**src/rtl/jof_pkg.sv**
```systemverilog
// Package of shared types and constants for the JSON object framer.
`timescale 1ns / 1ps

package jof_pkg;

   // Register and counter widths
   localparam int CFG_BITS = 24;
   localparam int LEN_BITS = 25;

   // Frame length limit after reset: 1024 * 1024 bytes
   localparam logic [CFG_BITS-1:0] CFG_RESET = CFG_BITS'(1024 * 1024);

   // Bytes that steer the framer
   localparam logic [7:0] OPEN_BRACE  = 8'h7B;
   localparam logic [7:0] CLOSE_BRACE = 8'h7D;
   localparam logic [7:0] QUOTE       = 8'h22;
   localparam logic [7:0] BACKSLASH   = 8'h5C;

   // Bit positions of the flags in rsp_tuser
   localparam int USER_BITS      = 3;
   localparam int USER_BYTE_VLD  = 0;
   localparam int USER_START     = 1;
   localparam int USER_ABORT     = 2;

   // One result transaction
   typedef struct packed {
      logic [7:0] out_byte;
      logic       byte_valid;
      logic       frame_start;
      logic       frame_end;
      logic       frame_abort;
   } result_type;

endpackage

```
**src/rtl/json_object_framer.sv**
```systemverilog
// JSON object framer: passes on the bytes of top-level objects and marks frame edges.
`timescale 1ns / 1ps
//
// Usage
//   req_*  : raw stream bytes, one byte per transaction in req_tdata.
//   rsp_*  : frame bytes and abort notices. rsp_tdata holds the byte (zero when
//            the transaction only reports an abort), rsp_tuser holds byte_valid,
//            frame_start and frame_abort, rsp_tlast marks the closing brace of
//            a top-level object.
//   csr_*  : csr_wr_en writes csr_wr_data into the frame length limit; write
//            only while the stream is idle.
// Throughput
//   One byte is accepted every cycle while req_tready is high. Its result, if any, is
//   registered in the output register, or in the skid slot while the output register
//   is full. Per-byte state update (depth, string, escape, length) is combinational.
// Reset
//   Synchronous, active high. Clears depth, string and escape flags, the
//   frame length, both output slots, and loads the limit with 1048576.
// Stall
//   An output register plus a skid slot absorb one extra result, so req_tready
//   stays high while one result waits; it drops only when both slots are full,
//   and then every byte waits, including bytes that would cause no result.

module json_object_framer #(
   parameter int DEPTH_BITS = 8
) (
   input  logic                        clock,
   input  logic                        reset,
   // input stream
   input  logic                        req_tvalid,
   output logic                        req_tready,
   input  logic [7:0]                  req_tdata,   // [7:0] in_byte
   // result stream
   output logic                        rsp_tvalid,
   input  logic                        rsp_tready,
   output logic [7:0]                  rsp_tdata,   // [7:0] out_byte
   output logic [jof_pkg::USER_BITS-1:0] rsp_tuser, // [0] byte_valid, [1] frame_start,
                                                    // [2] frame_abort
   output logic                        rsp_tlast,   // frame_end
   // configuration
   input  logic                        csr_wr_en,
   input  logic [jof_pkg::CFG_BITS-1:0] csr_wr_data
);

   localparam logic [DEPTH_BITS-1:0] DEPTH_FULL = {DEPTH_BITS{1'b1}};
   localparam logic [DEPTH_BITS-1:0] DEPTH_ONE  = DEPTH_BITS'(1);

   // State registers
   logic [jof_pkg::CFG_BITS-1:0] max_len_ff;
   logic [DEPTH_BITS-1:0]        depth_ff, depth_in;
   logic                         in_str_ff, in_str_in;
   logic                         esc_ff, esc_in;
   logic [jof_pkg::LEN_BITS-1:0] len_ff, len_in;

   // Output slots
   jof_pkg::result_type          out_ff, skid_ff, res;
   logic                         out_vld_ff, skid_vld_ff;
   logic                         res_emit;

   logic                         req_take, rsp_take;

   assign req_tready = !skid_vld_ff;
   assign req_take   = req_tvalid && req_tready;
   assign rsp_take   = out_vld_ff && rsp_tready;

   // Per-byte state update
   always_comb begin
      logic [DEPTH_BITS-1:0] d;
      logic                  s;
      logic                  e;
      logic [jof_pkg::LEN_BITS-1:0] l;
      logic                  vld;
      logic                  start;
      logic                  fend;
      logic                  abort;

      d     = depth_ff;
      s     = in_str_ff;
      e     = esc_ff;
      l     = len_ff;
      vld   = 1'b0;
      start = 1'b0;
      fend  = 1'b0;
      abort = 1'b0;

      // length limit check comes before the byte is looked at
      if (len_ff > {1'b0, max_len_ff}) begin
         d     = '0;
         s     = 1'b0;
         e     = 1'b0;
         l     = '0;
         abort = 1'b1;
      end

      if (s) begin
         vld = 1'b1;
         if (req_tdata == jof_pkg::QUOTE && !e) begin
            s = 1'b0;
         end
         e = !e && (req_tdata == jof_pkg::BACKSLASH);
      end else if (req_tdata == jof_pkg::QUOTE && d != '0) begin
         vld = 1'b1;
         s   = 1'b1;
         e   = 1'b0;
      end else if (req_tdata == jof_pkg::OPEN_BRACE) begin
         if (d == DEPTH_FULL) begin
            // depth overflow drops the byte and the open frame
            d     = '0;
            s     = 1'b0;
            e     = 1'b0;
            l     = '0;
            abort = 1'b1;
         end else begin
            start = (d == '0);
            d     = d + DEPTH_ONE;
            vld   = 1'b1;
         end
      end else if (req_tdata == jof_pkg::CLOSE_BRACE) begin
         if (d != '0) begin
            vld  = 1'b1;
            fend = (d == DEPTH_ONE);
            d    = d - DEPTH_ONE;
         end
      end else if (d != '0) begin
         vld = 1'b1;
      end

      if (vld) begin
         l = l + jof_pkg::LEN_BITS'(1);
      end
      if (fend) begin
         l = '0;
      end

      depth_in  = d;
      in_str_in = s;
      esc_in    = e;
      len_in    = l;

      res.out_byte    = vld ? req_tdata : 8'h00;
      res.byte_valid  = vld;
      res.frame_start = start;
      res.frame_end   = fend;
      res.frame_abort = abort;
      res_emit        = vld || abort;
   end

   // Configuration register
   always_ff @(posedge clock) begin
      if (reset) begin
         max_len_ff <= jof_pkg::CFG_RESET;
      end else if (csr_wr_en) begin
         max_len_ff <= csr_wr_data;
      end
   end

   // Framer state
   always_ff @(posedge clock) begin
      if (reset) begin
         depth_ff  <= '0;
         in_str_ff <= 1'b0;
         esc_ff    <= 1'b0;
         len_ff    <= '0;
      end else if (req_take) begin
         depth_ff  <= depth_in;
         in_str_ff <= in_str_ff ^ (in_str_in ^ in_str_ff);
         esc_ff    <= esc_in;
         len_ff    <= len_in;
      end
   end

   // Output register and skid slot control
   always_ff @(posedge clock) begin
      if (reset) begin
         out_vld_ff  <= 1'b0;
         skid_vld_ff <= 1'b0;
      end else if (rsp_take) begin
         if (skid_vld_ff) begin
            skid_vld_ff <= 1'b0;
         end else begin
            out_vld_ff <= req_take && res_emit;
         end
      end else if (req_take && res_emit) begin
         if (out_vld_ff) begin
            skid_vld_ff <= 1'b1;
         end else begin
            out_vld_ff <= 1'b1;
         end
      end
   end

   // Output payloads
   always_ff @(posedge clock) begin
      if (rsp_take) begin
         if (skid_vld_ff) begin
            out_ff <= skid_ff;
         end else if (req_take) begin
            out_ff <= res;
         end
      end else if (req_take && res_emit) begin
         if (out_vld_ff) begin
            skid_ff <= res;
         end else begin
            out_ff <= res;
         end
      end
   end

   assign rsp_tvalid = out_vld_ff;
   assign rsp_tdata  = out_ff.out_byte;
   assign rsp_tlast  = out_ff.frame_end;
   assign rsp_tuser[jof_pkg::USER_BYTE_VLD] = out_ff.byte_valid;
   assign rsp_tuser[jof_pkg::USER_START]    = out_ff.frame_start;
   assign rsp_tuser[jof_pkg::USER_ABORT]    = out_ff.frame_abort;

endmodule

```
**config.mk**
```make
export PLATFORM = sky130hd
export DESIGN_NAME = json_object_framer
export DESIGN_NICKNAME = d
export VERILOG_FILES = /design/src/rtl/jof_pkg.sv /design/src/rtl/json_object_framer.sv
export SDC_FILE = /design/constraint.sdc
export NUM_CORES = 1
export LEC_CHECK = 0
export BUFFER_PORTS_ARGS = -buffer_cell sky130_fd_sc_hd__buf_2
export CELL_PAD_IN_SITES_DETAIL_PLACEMENT = 1
export CELL_PAD_IN_SITES_GLOBAL_PLACEMENT = 2
export CORE_MARGIN = 2
export CORE_UTILIZATION = 37
export DETAILED_ROUTE_END_ITERATION = 8
export GPL_TIMING_DRIVEN = 0
export PLACE_DENSITY_LB_ADDON = 0.1
export SKIP_LAST_GASP = 1
export SYNTH_ARGS = -nofsm -noshare
export SYNTH_HDL_FRONTEND = slang
export SYNTH_SLANG_ARGS = --single-unit
```
**constraint.sdc**
```tcl
create_clock -name clock -period 7 [get_ports clock]
set_input_delay 0.7 -clock clock [delete_from_list [all_inputs] [get_ports clock]]
set_output_delay 0.7 -clock clock [all_outputs]
set_load 0.02 [all_outputs]
```
==> results <==
- For the final database, setup skew stands at 0.0121 ns.
- The synthesized netlist contains 75 unique library cells.
- Measured along the x axis, the die boundary spans 122 um.
- The total leakage power is 2.39 nW.
- The number of hold violations in the final report is 0.
- 51 I/O pins were placed.
- The area of the core region is 13800 um2.
- The count of buffers added on input and output ports is 49.
- The worst-case clock buffer depth is 2.
- In this run the worst hold path is classified as flop to flop.
- The clock net in this run drives a total of 85 sinks.
- In this run, synthesis inferred 24 flip-flops with an integrated enable.
- Sorting the synthesized cells by how often they occur yields sky130_fd_sc_hd__dfxtp_1, sky130_fd_sc_hd__nor2_1, sky130_fd_sc_hd__nand2_1, sky130_fd_sc_hd__inv_1, sky130_fd_sc_hd__o21ai_0.
- Of the cells placed in the final design, the portion with a size suffix greater than 1 is 0.158.
- The category of the worst setup path capture point is a flop.
- Summing all non-filler instances in the final layout gives an area of 5970 um2.
- The TritonCTS clock tree is built.
- The max-slew violation count is 0.
- The clock tree synthesis step divided the H-tree into 3 levels.
- Relative to the synthesized area, the layout overhead comes to 15.1%.
- The critical path required time is 7.26 ns.
- The total detailed-routing wirelength is 17100 um.
- The total vias in the final route is 4871.
- The switching power as a share of total power is 0.271.
- The maximum frequency from static timing analysis is 0.155 GHz.
- The headroom to the max-slew limit is 0.356.
- In the routed design, unresolved DRC markers number 0.
- Setup violations remaining at the end of the flow were counted as 0.
- The insertion delay of the later-clocked pin in the worst-skew pair is 0.35 ns.
- The share of synthesized registers carrying an async set or reset is 0.
- The final net count is 725.
- Summed over all failing endpoints, the final setup total negative slack is 0 ns.
- The portion of total power attributed to the clock network is 0.421.
- The internal portion of the total power is 0.851 mW.
- The share of total power dissipated in combinational logic is 0.124.
- The first detailed-routing pass took 5 iterations.
- The register clock-pin slew on the reported worst setup and hold paths is 0.07 ns.
- The die height is 122 um.
- The sequential cell area is 1940 um2.
- In the synthesized netlist the dominant register cell turns out to be sky130_fd_sc_hd__dfxtp_1.
- The mean area per synthesized cell is 8.67 um2.
- The routed wire length per instance is 20.3 um.
- The number of global-route vias before repair is 4992.
- Setup repair after global routing left no endpoint under its margin.
- The largest total area in the synthesized netlist belongs to sky130_fd_sc_hd__dfxtp_1.
- The number of routed nets with antenna violations is 0.
- The number of antenna violations at the first check in global routing is 0.
- The switching power is 0.316 mW.
- The wire length of the first global-routing pass is 27100 um.
- Of the total power, registers draw 0.454.
- The total number of placement rows is 43.
- The number of nets produced by synthesis is 664.
- The post-synthesis cell area is 5190 um2.
- The per-cell via count in the routed design is 5.77.
- Once detailed placement completed, the half-perimeter wirelength came to 13200 um.
- The cell area power density is 196 nW/um2.
- Across the run, the number of max-cap violations was 0.
- The flip-flop and latch count after synthesis is 85.
- The multi-input combinational cell area is 2980 um2.
- The worst setup path is launched from a flop.
- The clock root buffer is sky130_fd_sc_hd__clkbuf_16.
- Entering global routing, the biggest net connects 16 pins.
- Of the synthesized area, sequential elements account for 0.374.
- The effective utilization at floorplan is 0.377.
- In this run, the number of DRC markers left after iteration 0 of detailed routing was 388.
- The die covers 15000 um2.
- The warning count from the yosys run is 0.
- The final weighted congestion of routability-driven global placement is 0.893.
- sky130_fd_sc_hd__dfxtp_1 is the most common cell in the netlist.
- In this run the worst path has a maximum fanout of 10.
- Synthesis handed over a netlist of 598 instances.
- For the pin with the worst max-slew slack, the measured transition is 0.963 ns.
- The filler cells instantiated in the layout total 1683.
- In this run the post-CTS setup repair buffer count came out at 0.
- The sum of internal, switching and leakage power is 1.17 mW.
- The instance area after placement is 5660 um2.
- The number of buffers added by the clock tree synthesis step is 9.
- The worst setup path is of the flop to flop kind.
- The number of antenna repair diodes is 0.
- The run finished with clean final reports.
- After global routing the overflow that remains totals 0.
- STA puts the critical path data arrival time at 6.71 ns.
- For this run, the total global-route usage over all layers was measured as 0.237.
- The routed design could run at a clock period as short as 6.44 ns.
- After synthesis, the cell types taking the most area are sky130_fd_sc_hd__dfxtp_1, sky130_fd_sc_hd__edfxtp_1, sky130_fd_sc_hd__ha_1, sky130_fd_sc_hd__mux2i_1, sky130_fd_sc_hd__nor2_1.
- The maximum resistive drop on vdd is 100 uV.
- The share of synthesized area in the top cell type comes to 0.235.
- In the finished design, the share of the clock period the worst path needs comes to 0.920.
- The final standard cell utilization of the core is 0.433.
-- repair_timing --
item / 4_1_cts / 5_1_grt
setup endpoints to repair: 0 / 5
resized for setup: 0 / 2
hold buffers: 0 / 0
-- metal layers --
| layer | track usage | routed length, um | vias up |
|---|---|---|---|
| li1 | - | - | 2346 |
| met1 | 0.328 | 8090 | 2382 |
| met2 | 0.380 | 8010 | 122 |
| met3 | 0.0335 | 736 | 21 |
| met4 | 0.0783 | 280 | 0 |
| met5 | 0 | 0 | - |
-- power by group through the flow --
stage	Sequential [mW]	Combinational [mW]	Clock [mW]
after CTS	0.531	0.144	0.502
after detailed placement	0.542	0.144	0
after global placement	0.541	0.138	0
final	0.530	0.145	0.492
after floorplan	0.547	0.0832	0
after global routing	0.532	0.160	0.524
-- logic make-up after synthesis --
| family | synth area share |
|---|---|
| buffers and inverters | 0.0526 |
| AND/OR/NAND/NOR | 0.226 |
| multiplexers | 0.0745 |
| flip-flops | 0.374 |
| adder cells (fa/ha/maj) | 0.0700 |
| XOR/XNOR | 0.00169 |
| AO/OA/AOI/OAI | 0.200 |
-- through the flow --
| stage | cells | worst slack (ns) | hold slack [ns] |
|---|---|---|---|
| 6_report | 844 | 0.558 | 0.494 |
| 5_1_grt | 844 | 0.0316 | 0.530 |
| 2_1_floorplan | 598 | 1.99 | 0.448 |
| 4_1_cts | 844 | 0.113 | 0.495 |
| 3_3_place_gp | 827 | 0.230 | 0.470 |
| 3_5_place_dp | 828 | 0.153 | 0.483 |
-- layout make-up --
| class | count | area share |
|---|---|---|
| inverters | 41 | 0.0258 |
| multi-input cells | 445 | 0.500 |
| well taps | 180 | 0.0377 |
| clock inverters | 6 | 0.0105 |
| repair buffers | 50 | 0.0424 |
| flip-flops and latches | 85 | 0.325 |
| clock buffers | 10 | 0.0384 |
| plain buffers | 27 | 0.0199 |
-- final timing paths --
path,startpoint,end,slack [ns],cells past startpoint
max,len_ff[21],len_ff[8],0.56,22
min,max_len_ff[1],max_len_ff[1],0.49,2
max reg2reg,len_ff[21],len_ff[8],0.56,22
min reg2reg,max_len_ff[1],max_len_ff[1],0.49,2
-- state kept, by name, indices dropped and copies added, names as in the netlist --
register / flops
rsp_tuser: 3
in_str_ff: 1
depth_ff: 8
skid_ff: 12
rsp_tvalid: 1
rsp_tlast: 1
rsp_tdata: 8
len_ff: 25
max_len_ff: 24
skid_vld_ff: 1
esc_ff: 1
-- critical path: stages, from the launching register on --
cell and delay [ns]:
sky130_fd_sc_hd__dfxtp_1 0.39, sky130_fd_sc_hd__ha_1 0.33, sky130_fd_sc_hd__nand4b_1 0.20, sky130_fd_sc_hd__nor4_2 0.55
sky130_fd_sc_hd__nand2b_1 0.25, sky130_fd_sc_hd__buf_2 0.26, sky130_fd_sc_hd__nand2_1 0.22, sky130_fd_sc_hd__buf_2 0.30
sky130_fd_sc_hd__buf_2 0.28, sky130_fd_sc_hd__nand2_1 0.15, sky130_fd_sc_hd__ha_1 0.28, sky130_fd_sc_hd__a311oi_2 0.35
sky130_fd_sc_hd__or2_4 0.23, sky130_fd_sc_hd__nor3_4 0.07, sky130_fd_sc_hd__a21oi_4 0.18, sky130_fd_sc_hd__clkbuf_1 0.40
sky130_fd_sc_hd__and2_1 0.21, sky130_fd_sc_hd__ha_1 0.17, sky130_fd_sc_hd__nand2_1 0.09, sky130_fd_sc_hd__nor3_2 0.43
sky130_fd_sc_hd__nand2_1 0.29, sky130_fd_sc_hd__or4_1 0.53, sky130_fd_sc_hd__a31oi_1 0.19
-- placed cells by master (no fill, tap or decap), types with 4 or more instances in the layout --
| cell type | netlist | layout |
|---|---|---|
| sky130_fd_sc_hd__nor3_2 | 4 | 5 |
| sky130_fd_sc_hd__o21a_1 | 4 | 4 |
| sky130_fd_sc_hd__dfxtp_1 | 61 | 61 |
| sky130_fd_sc_hd__and2_1 | 15 | 15 |
| sky130_fd_sc_hd__buf_2 | 8 | 57 |
| sky130_fd_sc_hd__a41oi_1 | 4 | 4 |
| sky130_fd_sc_hd__clkbuf_1 | 17 | 18 |
| sky130_fd_sc_hd__clkbuf_16 | 0 | 9 |
| sky130_fd_sc_hd__nor2_1 | 59 | 59 |
| sky130_fd_sc_hd__o211ai_1 | 6 | 6 |
| sky130_fd_sc_hd__nor3_1 | 15 | 14 |
| sky130_fd_sc_hd__and3_1 | 9 | 9 |
| sky130_fd_sc_hd__nor4_1 | 5 | 4 |
| sky130_fd_sc_hd__inv_1 | 39 | 39 |
| sky130_fd_sc_hd__nand3_1 | 21 | 21 |
| sky130_fd_sc_hd__a31oi_1 | 16 | 16 |
| sky130_fd_sc_hd__ha_1 | 29 | 29 |
| sky130_fd_sc_hd__mux2_2 | 13 | 13 |
| sky130_fd_sc_hd__a211oi_1 | 4 | 4 |
| sky130_fd_sc_hd__o21ai_0 | 34 | 33 |
| sky130_fd_sc_hd__edfxtp_1 | 24 | 24 |
| sky130_fd_sc_hd__nand2_1 | 54 | 54 |
| sky130_fd_sc_hd__a2bb2oi_1 | 4 | 4 |
| sky130_fd_sc_hd__nand4_1 | 12 | 12 |
| sky130_fd_sc_hd__or3_1 | 4 | 4 |
| sky130_fd_sc_hd__a21oi_1 | 33 | 33 |
| sky130_fd_sc_hd__mux2i_1 | 24 | 24 |
No activity file was read; power rests on OpenSTA's default activity.
